--- src/rtl/lba_run_shortcut_table_defines.svh ---
// ============================================================================
// Assertion macros for the run shortcut table
// Concurrent checks clocked on clk; ASSERT_OFF compiles them away.
// ============================================================================
`ifndef LBA_RUN_SHORTCUT_TABLE_DEFINES_SVH
`define LBA_RUN_SHORTCUT_TABLE_DEFINES_SVH
`ifndef ASSERT_OFF
// check out of reset
`define LRST_ASSERT(label, prop) \
  label: assert property (@(posedge clk) disable iff (!rst_n) prop) \
    else $error("lrst: assertion failed");
// check that also holds across reset
`define LRST_ASSERT_RST(label, prop) \
  label: assert property (@(posedge clk) prop) \
    else $error("lrst: reset assertion failed");
`else
`define LRST_ASSERT(label, prop)
`define LRST_ASSERT_RST(label, prop)
`endif
`endif

--- src/rtl/lrst_pkg.sv ---
// ============================================================================
// Run shortcut table package
// Field widths, operation and error codes, controller/datapath link types.
// ============================================================================
package lrst_pkg;

  localparam int ADDR_BITS_DEF  = 16;
  localparam int SLOT_COUNT_DEF = 64;

  localparam int KIND_W  = 4;
  localparam int SLOT_W  = 6;
  localparam int LEVEL_W = 4;
  localparam int STAMP_W = 32;
  localparam int COUNT_W = 32;
  localparam int ERR_W   = 2;

  localparam logic [KIND_W-1:0] KIND_ALLOC       = 4'd0;
  localparam logic [KIND_W-1:0] KIND_RELINK      = 4'd1;
  localparam logic [KIND_W-1:0] KIND_QUERY       = 4'd2;
  localparam logic [KIND_W-1:0] KIND_CHECK_SLOT  = 4'd3;
  localparam logic [KIND_W-1:0] KIND_CHECK_VALS  = 4'd4;
  localparam logic [KIND_W-1:0] KIND_CHECK_LINK  = 4'd5;
  localparam logic [KIND_W-1:0] KIND_RELEASE     = 4'd6;
  localparam logic [KIND_W-1:0] KIND_SET_COMPACT = 4'd7;
  localparam logic [KIND_W-1:0] KIND_UNLINK      = 4'd8;

  localparam logic [ERR_W-1:0] ERR_NONE       = 2'd0;
  localparam logic [ERR_W-1:0] ERR_RING_EMPTY = 2'd1;
  localparam logic [ERR_W-1:0] ERR_NEWER_LOST = 2'd2;
  localparam logic [ERR_W-1:0] ERR_NOT_IN_USE = 2'd3;

  typedef struct packed {
    logic clr_wr;
    logic start;
    logic old_rd;
    logic fire;
  } dp_cmd_t;

  typedef struct packed {
    logic clr_done;
  } dp_stat_t;

endpackage

--- src/rtl/lrst_ctrl.sv ---
// ============================================================================
// Run shortcut table controller
// Sequences map clearing, the read phases and the write-back of one beat.
// ============================================================================
`include "lba_run_shortcut_table_defines.svh"

module lrst_ctrl (
  input  logic               clk,
  input  logic               rst_n,
  input  logic               in_valid,
  output logic               in_ready,
  output logic               out_valid,
  input  logic               out_ready,
  input  lrst_pkg::dp_stat_t stat,
  output lrst_pkg::dp_cmd_t  cmd
);
  import lrst_pkg::*;

  localparam logic [1:0] ST_CLR  = 2'd0;
  localparam logic [1:0] ST_IDLE = 2'd1;
  localparam logic [1:0] ST_OLD  = 2'd2;
  localparam logic [1:0] ST_EXE  = 2'd3;

  logic [1:0] state_r, state_nxt;
  logic       out_valid_r, out_valid_nxt;
  logic       fire;

  assign in_ready  = (state_r == ST_IDLE);
  assign out_valid = out_valid_r;
  assign fire      = (state_r == ST_EXE) && (!out_valid_r || out_ready);

  always_comb begin
    state_nxt = state_r;
    unique case (state_r)
      ST_CLR:  if (stat.clr_done) state_nxt = ST_IDLE;
      ST_IDLE: if (in_valid) state_nxt = ST_OLD;
      ST_OLD:  state_nxt = ST_EXE;
      ST_EXE:  if (fire) state_nxt = ST_IDLE;
    endcase
  end

  always_comb begin
    out_valid_nxt = out_valid_r;
    if (fire) begin
      out_valid_nxt = 1'b1;
    end else if (out_ready) begin
      out_valid_nxt = 1'b0;
    end
  end

  always_ff @(posedge clk) begin
    if (!rst_n) begin
      state_r     <= ST_CLR;
      out_valid_r <= 1'b0;
    end else begin
      state_r     <= state_nxt;
      out_valid_r <= out_valid_nxt;
    end
  end

  always_comb begin
    cmd.clr_wr = (state_r == ST_CLR);
    cmd.start  = in_ready && in_valid;
    cmd.old_rd = (state_r == ST_OLD);
    cmd.fire   = fire;
  end

  `LRST_ASSERT(a_no_back_to_back, in_valid && in_ready |=> !in_ready)
  `LRST_ASSERT(a_fire_loads_out, fire |=> out_valid_r)
  `LRST_ASSERT(a_old_then_exe, state_r == ST_OLD |=> state_r == ST_EXE)
  `LRST_ASSERT_RST(a_reset_clears, !rst_n |=> state_r == ST_CLR && !out_valid_r)

endmodule

--- config.mk ---
export PLATFORM = sky130hd
export DESIGN_NAME = lrst_ctrl
export DESIGN_NICKNAME = d
export VERILOG_FILES = /design/src/rtl/lrst_pkg.sv /design/src/rtl/lrst_ctrl.sv
export VERILOG_INCLUDE_DIRS = /design/src /design/src/rtl
export SDC_FILE = /design/constraint.sdc
export NUM_CORES = 1
export LEC_CHECK = 0
export ABC_AREA = 0
export ABC_CLOCK_PERIOD_IN_PS = 2500
export BUFFER_PORTS_ARGS = -buffer_cell sky130_fd_sc_hd__buf_2
export CAP_MARGIN = 20
export CORE_AREA = 2 2 39 41
export DETAILED_ROUTE_END_ITERATION = 8
export DIE_AREA = 0 0 41 43
export PLACE_DENSITY = 0.4
export SKIP_CTS_REPAIR_TIMING = 1
export SLEW_MARGIN = 20
export SYNTH_ARGS = -nofsm -noshare
export SYNTH_HDL_FRONTEND = slang
export SYNTH_SLANG_ARGS = --single-unit
--- constraint.sdc ---
create_clock -name clk -period 2.5 [get_ports clk]
set_clock_uncertainty 0.1 [all_clocks]
set_input_delay 0.5 -clock clk [delete_from_list [all_inputs] [get_ports clk]]
set_output_delay 0.5 -clock clk [all_outputs]
set_load 0.005 [all_outputs]
==> results of run 1 <==
==> registers in the layout, summed over array words and instances, names as in the netlist <==
register   cells
out_valid      1
state_r        2
==> worst max-delay path by stage <==
stage,from,end,cells after the start
finish,state_r[1],cmd[2],4
global route,state_r[1],cmd[2],4
CTS,state_r[1],cmd[2],4
detailed placement,state_r[0],state_r[1],4
global placement,state_r[0],state_r[1],4
floorplan,state_r[0],state_r[0],4
==> kinds of logic (layout without fill, tap and decap cells) <==
group	count (synthesis)	after routing	synth area share
compound gates	2	2	0.0796
fa+ha+maj	5	5	0.284
buf+inv	5	18	0.102
flops	3	3	0.273
mux	2	2	0.0909
simple gates	7	7	0.170
==> routing by layer <==
layer  track usage  share of wire
met4        0.0200              0
met5             0              0
met2        0.0688           0.46
met3        0.0471           0.10
met1        0.0513           0.44
==> tightest hold or removal path, cell delays in order, from the launching register on <==
cell and delay (ns):
dfxtp_1 0.33, nand2_1 0.06, mux2i_1 0.06
==> cell usage after synthesis <==
library cell | number | area share
mux2i_1 | 2 | 0.091
o21a_1 | 1 | 0.034
dfxtp_1 | 3 | 0.27
buf_4 | 1 | 0.034
or2b_1 | 1 | 0.034
a222oi_1 | 1 | 0.045
ha_1 | 5 | 0.28
nor2b_1 | 2 | 0.057
inv_1 | 4 | 0.068
nand2_1 | 3 | 0.051
and2_1 | 1 | 0.028
==> final cells by class <==
type	instances	share of cell area
Timing Repair Buffer	10	0.162
Inverter	4	0.0486
Sequential cell	3	0.194
Tap cell	16	0.0648
Multi-Input combinational cell	16	0.445
Clock buffer	4	0.0850
==> power by group <==
group	internal, mW	switching [mW]
combinational	0.0617	0.0554
sequential	0.0629	0.0159
clock	0.0597	0.0236
==> through the flow <==
stage	power (mW)	area [sq um]
after floorplan	0.158	220
after global placement	0.202	283
after detailed placement	0.200	283
after CTS	0.287	309
after global routing	0.312	309
final	0.279	309
==> impl_metrics.csv, run 1 <==
group,metric,value,unit
critical_path,critPathRequiredTime,1.90,ns
detailed_routing,drcViolationCount,0,
cells_and_area,nNetsFinal,48,
synthesis,synth-seq-cells,3,
critical_path,end_kind,"output port",
cells_and_area,fin_util,0.223,
critical_path,critical_path_arrival,1.14,ns
global_routing,grt_max_degree,6,
min_path,hold_class,"reg -> reg",
detailed_routing,vias_per_cell,3.58,
place,dp_cells,49,
clock_network,cts.clk_slew.worst_paths,0.04,ns
detailed_routing,vias,190,
critical_path,critPathMaxFanout,4,
sta,hold_viol,0,
critical_path,cp-start-kind,"flip-flop",
global_routing,grt.overflow.total,0,
synthesis,synthDistinctLibCells,11,
synthesis,ys_seq_area_frac,0.273,
critical_path,ff2ff_path_depth,4,
synthesis,synth_cells,24,
critical_path,critPathTopFamily,"flip-flops",
sta,worst_slack,0.756,ns
floorplanning,initial_core_util,0.159,
clock_network,root_buffer,"clkbuf_4",
critical_path,critPathSlowestCell,"dfxtp_1",
synthesis,syn_area_per_cell,9.18,sq um
critical_path,slowest_delay,0.36,ns
cells_and_area,final_common_cell,"buf_2",
critical_path,timing.rr.start,"state_r[0]",
clock_network,clockBufferDepth,2,
detailed_routing,first_iter_violations,4,
critical_path,path_cells,"inv_1 -> ha_1 -> and2_1 -> buf_2",
floorplanning,fp-row-count,14,
min_path,min_delay_worst_endpoint,"state_r[1]",
cells_and_area,drive_gt1_frac,0.351,
clock_network,htree_levels,1,
synthesis,syn-num-nets,34,
sta,relSlewSlack,0.687,
sta,worst_pin_slew,0.469,ns
detailed_routing,routed_wl,386,microns
place,io_buffer_count,10,
global_routing,antenna_found_initial,0,
clock_network,insertion_delay,0.23,ns
sta,setup_viol,0,
synthesis,syn_area,220,sq um
place,place_ws,0.894,ns
sta,fin_crit,1.74,ns
cells_and_area,antennaDiodeCount,0,
sta,finalSetupTns,0,ns
synthesis,yosysWarnings,0,
floorplanning,die_h,43,microns
sta,rsz0062_at_grt,"false",
floorplanning,core,1380,sq um
power_and_ir_drop,p_leak,0.173,nW
clock_network,cts_sinks,3,
cells_and_area,multi_input_area,138,sq um
cells_and_area,syn2layout_area_growth,40.3,%
cells_and_area,fillers,161,
global_routing,grt_first_pass_wirelength,579,microns
floorplanning,die_w,41,microns
clock_network,numCtsBuffers,3,
detailed_routing,avgRoutedWirePerCell,7.28,microns
sta,fmax,0.573,GHz
min_path,hold_start,"state_r[1]",
critical_path,path_buf_inv,2,
detailed_routing,firstDrtPassIters,4,
job,cap_violations,0,
critical_path,timing.rr.end,"state_r[0]",
sta,fin_hold_ws,0.400,ns
floorplanning,design.die.area,1760,sq um
global_routing,grt_pass1_vias,174,
clock_network,cts_tree,"built",
outcome,status,"finished, final reports clean",
sta,fin_crit_sh,0.698,
global_routing,grt_usage,0.0502,
cells_and_area,layout_common_cells,"buf_2, ha_1, inv_1",
sta,slew_viol_final,0,
place,routabilityCongestion,0.643,
power_and_ir_drop,powerDensity,903,nW/um^2
power_and_ir_drop,irDropWorstVdd,0.283,mV
min_path,holdPathStages,2,
critical_path,reg2reg_slack,0.91,ns
floorplanning,ios,11,
detailed_routing,ant_nets,0,
critical_path,crit_type,"reg -> out",
cells_and_area,seq_area,60.1,sq um
cells_and_area,fin_cells,53,
Power figures use the tool's default switching activity.
==> run 2, diff against run 1 <==
--- a/config.mk
+++ b/config.mk
@@ -7,13 +7,13 @@
 export NUM_CORES = 1
 export LEC_CHECK = 0
 export ABC_AREA = 0
-export ABC_CLOCK_PERIOD_IN_PS = 2500
+export ABC_CLOCK_PERIOD_IN_PS = 1600
 export BUFFER_PORTS_ARGS = -buffer_cell sky130_fd_sc_hd__buf_2
 export CAP_MARGIN = 20
 export CORE_AREA = 2 2 39 41
 export DETAILED_ROUTE_END_ITERATION = 8
 export DIE_AREA = 0 0 41 43
-export PLACE_DENSITY = 0.4
+export PLACE_DENSITY = 0.41
 export SKIP_CTS_REPAIR_TIMING = 1
 export SLEW_MARGIN = 20
 export SYNTH_ARGS = -nofsm -noshare
==> constraint.sdc (replaced) <==
create_clock -name clk -period 1.6 [get_ports clk]
set_clock_uncertainty 0.1 [all_clocks]
set_input_delay 0.32 -clock clk [delete_from_list [all_inputs] [get_ports clk]]
set_output_delay 0.32 -clock clk [all_outputs]
set_load 0.005 [all_outputs]
==> run 2 against run 1 <==
Sequential share of layout area fell by 0.73 points. Cell count rose by 3.8%. Non-clock buffer count rose by 2. Core utilization rose by 1.4 points. Register-to-register slack got worse by 0.79 ns. Critical path depth did not move. Wire length rose by 18%.
==> impl_metrics.csv, run 2 (synthesis results as in run 1) <==
group,metric,value,unit
sta,fin_crit,1.54,ns
outcome,status,"finished, final reports clean",
detailed_routing,vias,205,
power_and_ir_drop,p_leak,0.181,nW
place,dp_hpwl,388,microns
global_routing,grt_first_pass_wirelength,724,microns
sta,relSlewSlack,0.811,
floorplanning,die_h,43,microns
power_and_ir_drop,irDropWorstVdd,0.361,mV
detailed_routing,first_iter_violations,2,
cells_and_area,antennaDiodeCount,0,
critical_path,path_cells,"inv_1 -> ha_1 -> and2_1 -> buf_2",
critical_path,crit_type,"reg -> out",
critical_path,critPathTopFamily,"flip-flops",
sta,setup_viol,0,
sta,worst_pin_slew,0.284,ns
cells_and_area,largest_reg_flops,2,
clock_network,insertion_delay,0.23,ns
cells_and_area,drive_gt1_frac,0.436,
power_and_ir_drop,power,0.473,mW
detailed_routing,drcViolationCount,0,
detailed_routing,firstDrtPassIters,6,
critical_path,slowest_delay,0.33,ns
clock_network,cts.clk_slew.worst_paths,0.04,ns
critical_path,cp-start-kind,"flip-flop",
power_and_ir_drop,powerDensity,1440,nW/um^2
critical_path,path_buf_inv,2,
clock_network,htree_levels,1,
floorplanning,ios,11,
clock_network,root_buffer,"clkbuf_4",
critical_path,critPathRequiredTime,1.18,ns
sta,rsz0062_at_grt,"true",
cells_and_area,fin_util,0.237,
clock_network,numCtsBuffers,3,
place,place_ws,0.0434,ns
critical_path,critPathMaxFanout,3,
detailed_routing,avgRoutedWirePerCell,8.31,microns
cells_and_area,layout_common_cells,"buf_2, inv_1, ha_1, nand2_1, clkbuf_4",
clock_network,cts_sinks,3,
sta,hold_viol,0,
sta,fin_hold_ws,0.269,ns
sta,fin_crit_sh,0.961,
job,cap_violations,0,
sta,worst_slack,0.0625,ns
cells_and_area,nNetsFinal,50,
place,routabilityCongestion,0.600,
critical_path,critPathSlowestCell,"dfxtp_1",
sta,slew_viol_final,0,
floorplanning,fp-row-count,14,
detailed_routing,routed_wl,457,microns
floorplanning,core,1380,sq um
cells_and_area,syn2layout_area_growth,48.9,%
critical_path,end_kind,"output port",
place,io_buffer_count,10,
critical_path,critical_path_arrival,1.12,ns
floorplanning,design.die.area,1760,sq um
clock_network,clockBufferDepth,2,
critical_path,reg2reg_slack,0.12,ns
cells_and_area,regMostFlops,"state_r",
global_routing,grt_usage,0.0681,
cells_and_area,final_common_cell,"buf_2",
clock_network,cts_tree,"built",
detailed_routing,ant_nets,0,
global_routing,grt.overflow.total,0,
min_path,hold_class,"in -> reg",
detailed_routing,vias_per_cell,3.73,
floorplanning,initial_core_util,0.159,
global_routing,antenna_found_initial,0,
floorplanning,die_w,41,microns
global_routing,grt_max_degree,6,
sta,fmax,0.650,GHz
global_routing,grt_pass1_vias,191,
run 2: cell count changes in the layout (fill, tap and decap cells not counted), sizes merged:
cell	change
buf	+2
run 2: through the flow:
step	area, sq um	setup TNS, ns	std cells
4_1_cts	324	0	55
3_3_place_gp	298	0	51
5_1_grt	328	-0.0365	55
3_5_place_dp	298	0	51
2_1_floorplan	220	0	24
6_report	328	0	55
run 2: metal layers:
layer  up-vias  share of wire  global-route usage
li1        105              -                   -
met1        93           0.42              0.0543
met2         7           0.49              0.0938
met3         0          0.085              0.0785
met4         0              0              0.0400
met5         -              0                   0
run 2: cell type report:
cell class | count | area [sq um]
fill | 172 | 1060
multi-input combinational | 16 | 140
timing repair buffer | 12 | 65.1
sequential | 3 | 61.3
clock buffer | 4 | 26.3
tap | 16 | 20.0
inverter | 4 | 15.0
run 2: report_power, final:
| part | internal [mW] | switching (mW) | total (mW) | leakage, nW |
|---|---|---|---|---|
| registers | 0.101 | 0.0205 | 0.121 | 0.0249 |
| clock network | 0.0934 | 0.0376 | 0.131 | 0.0150 |
| logic | 0.121 | 0.0993 | 0.220 | 0.141 |
run 2: worst paths after layout:
kind / to / startpoint / cells after the start
setup / recovery: cmd[2] / state_r[1] / 4
hold reg to reg: state_r[0] / state_r[0] / 2
hold / removal: out_valid / rst_n / 2
setup reg to reg: state_r[0] / state_r[0] / 5
==> run 3, diff against run 2 <==
--- a/config.mk
+++ b/config.mk
@@ -14,6 +14,7 @@
 export DETAILED_ROUTE_END_ITERATION = 8
 export DIE_AREA = 0 0 41 43
 export PLACE_DENSITY = 0.41
+export SETUP_SLACK_MARGIN = 0.4
 export SKIP_CTS_REPAIR_TIMING = 1
 export SLEW_MARGIN = 20
 export SYNTH_ARGS = -nofsm -noshare
==> run 3 against run 2 <==
Sequential share of layout area hardly changed. Clock power hardly changed. First-iteration DRC count grew to 4.5 times the previous value. Setup slack better by 0.057 ns. Critical path depth stayed put. Core utilization is 2.4 points higher. Sequential power is 19% higher. Combinational power is 22% higher. Sequential cell count stayed put. Fmax is 3.9% higher. Total power is 15% higher. Critical path type is now reg -> reg. Die area stayed put.
==> impl_metrics.csv, run 3 (synthesis results as in run 1) <==
group,metric,value,unit
cells_and_area,multi_input_area,155,sq um
critical_path,end_kind,"flip-flop",
clock_network,insertion_delay,0.23,ns
cells_and_area,drive_gt1_frac,0.575,
critical_path,slowest_delay,0.49,ns
detailed_routing,vias,205,
global_routing,grt_usage,0.0562,
detailed_routing,ant_nets,0,
critical_path,reg2reg_slack,0.12,ns
sta,fmax,0.676,GHz
place,routabilityCongestion,0.708,
floorplanning,die_w,41,microns
critical_path,timing.rr.end,"state_r[0]",
critical_path,critPathRequiredTime,1.65,ns
critical_path,critPathSlowestCell,"a222oi_1",
detailed_routing,firstDrtPassIters,4,
floorplanning,die_h,43,microns
place,dp_cells,49,
detailed_routing,vias_per_cell,3.66,
critical_path,cp-start-kind,"flip-flop",
floorplanning,ios,11,
outcome,status,"finished, final reports clean",
cells_and_area,regMostFlops,"state_r",
detailed_routing,avgRoutedWirePerCell,8.27,microns
sta,setup_viol,0,
cells_and_area,layout_common_cells,"buf_2, nand2_1, clkbuf_4, buf_4",
sta,finalSetupTns,0,ns
clock_network,clockBufferDepth,2,
job,cap_violations,0,
power_and_ir_drop,p_leak,0.188,nW
critical_path,crit_path_end,"state_r[0]",
critical_path,timing.rr.start,"state_r[1]",
power_and_ir_drop,irDropWorstVdd,0.490,mV
global_routing,grt_pass1_vias,183,
sta,hold_viol,0,
place,dpl_cell_area,300,sq um
critical_path,critPathMaxFanout,4,
cells_and_area,fillers,159,
cells_and_area,fin_cells,56,
sta,worst_pin_slew,0.504,ns
cells_and_area,final_common_cell,"buf_2",
cells_and_area,seq_area,67.6,sq um
floorplanning,initial_core_util,0.159,
detailed_routing,routed_wl,463,microns
min_path,hold_class,"in -> reg",
detailed_routing,first_iter_violations,9,
cells_and_area,syn2layout_area_growth,64.2,%
global_routing,antenna_found_initial,0,
sta,rsz0062_at_grt,"true",
clock_network,numCtsBuffers,3,
power_and_ir_drop,powerDensity,1500,nW/um^2
sta,relSlewSlack,0.664,
detailed_routing,drcViolationCount,0,
clock_network,root_buffer,"clkbuf_4",
sta,slew_viol_final,0,
critical_path,cp-startpoint,"state_r[1]",
clock_network,cts_sinks,3,
floorplanning,core,1380,sq um
cells_and_area,design_area,362,sq um
clock_network,cts.clk_slew.worst_paths,0.03,ns
cells_and_area,largest_reg_flops,2,
global_routing,grt_first_pass_wirelength,634,microns
cells_and_area,antennaDiodeCount,0,
floorplanning,fp-row-count,14,
floorplanning,design.die.area,1760,sq um
global_routing,grt_max_degree,6,
critical_path,crit_type,"reg -> reg",
clock_network,cts_tree,"built",
critical_path,critical_path_arrival,1.53,ns
place,io_buffer_count,10,
critical_path,path_cells,"inv_4 -> ha_4 -> a222oi_1 -> mux2i_1",
sta,fin_crit_sh,0.925,
cells_and_area,nNetsFinal,51,
critical_path,ff2ff_path_depth,4,
sta,fin_crit,1.48,ns
clock_network,htree_levels,1,
global_routing,grt.overflow.total,0,
==> run 3: cell count changes in the layout (fill, tap and decap cells not counted), sizes merged <==
cell / delta
buf: +1
==> run 3: how the worst min path moves through the flow <==
stage	from	end	slack, ns	cells past startpoint
3_3_place_gp	state_r[1]	state_r[1]	0.39	2
5_1_grt	rst_n	out_valid	0.28	2
2_1_floorplan	rst_n	out_valid	0.34	1
4_1_cts	rst_n	out_valid	0.25	2
6_report	rst_n	out_valid	0.26	2
3_5_place_dp	state_r[1]	state_r[1]	0.39	2
==> run 3: worst max-delay path: cells and delay by family, from the launching register on <==
| kind | cells | cell delay [ns] |
|---|---|---|
| AOI/OAI and AO/OA | 1 | 0.49 |
| adders and majority gates | 1 | 0.15 |
| buffers and inverters | 1 | 0.05 |
| DFF | 1 | 0.36 |
| muxes | 1 | 0.25 |
==> run 3: layout make-up <==
| class | count | share of cell area |
|---|---|---|
| clock buffer | 4 | 0.0727 |
| inverter | 4 | 0.0554 |
| multi-input combinational | 16 | 0.429 |
| sequential | 3 | 0.187 |
| tap | 16 | 0.0554 |
| timing repair buffer | 13 | 0.201 |
==> run 3: through the flow <==
| step | utilization | setup WS (ns) | power [mW] | hold slack, ns |
|---|---|---|---|---|
| floorplan | - | 0.197 | 0.279 | 0.338 |
| global placement | 0.217 | 0.0443 | 0.361 | 0.388 |
| detailed placement | 0.217 | 0.0756 | 0.352 | 0.393 |
| CTS | 0.236 | 0.0679 | 0.489 | 0.251 |
| global route | 0.261 | 0.0403 | 0.598 | 0.283 |
| finish | 0.261 | 0.120 | 0.541 | 0.262 |
==> run 3: routing by layer <==
| metal | vias to the layer above | track usage | part of all wire |
|---|---|---|---|
| met1 | 90 | 0.0579 | 0.35 |
| met4 | 0 | 0.0600 | 0 |
| met3 | 0 | 0.0157 | 0.095 |
| met5 | - | 0 | 0 |
| li1 | 107 | - | - |
| met2 | 8 | 0.0813 | 0.56 |
==> run 3: report_power, final <==
part	switching (mW)	internal (mW)	leakage (nW)
clock network	0.0355	0.0932	0.0150
registers	0.0334	0.110	0.0259
logic	0.114	0.155	0.148
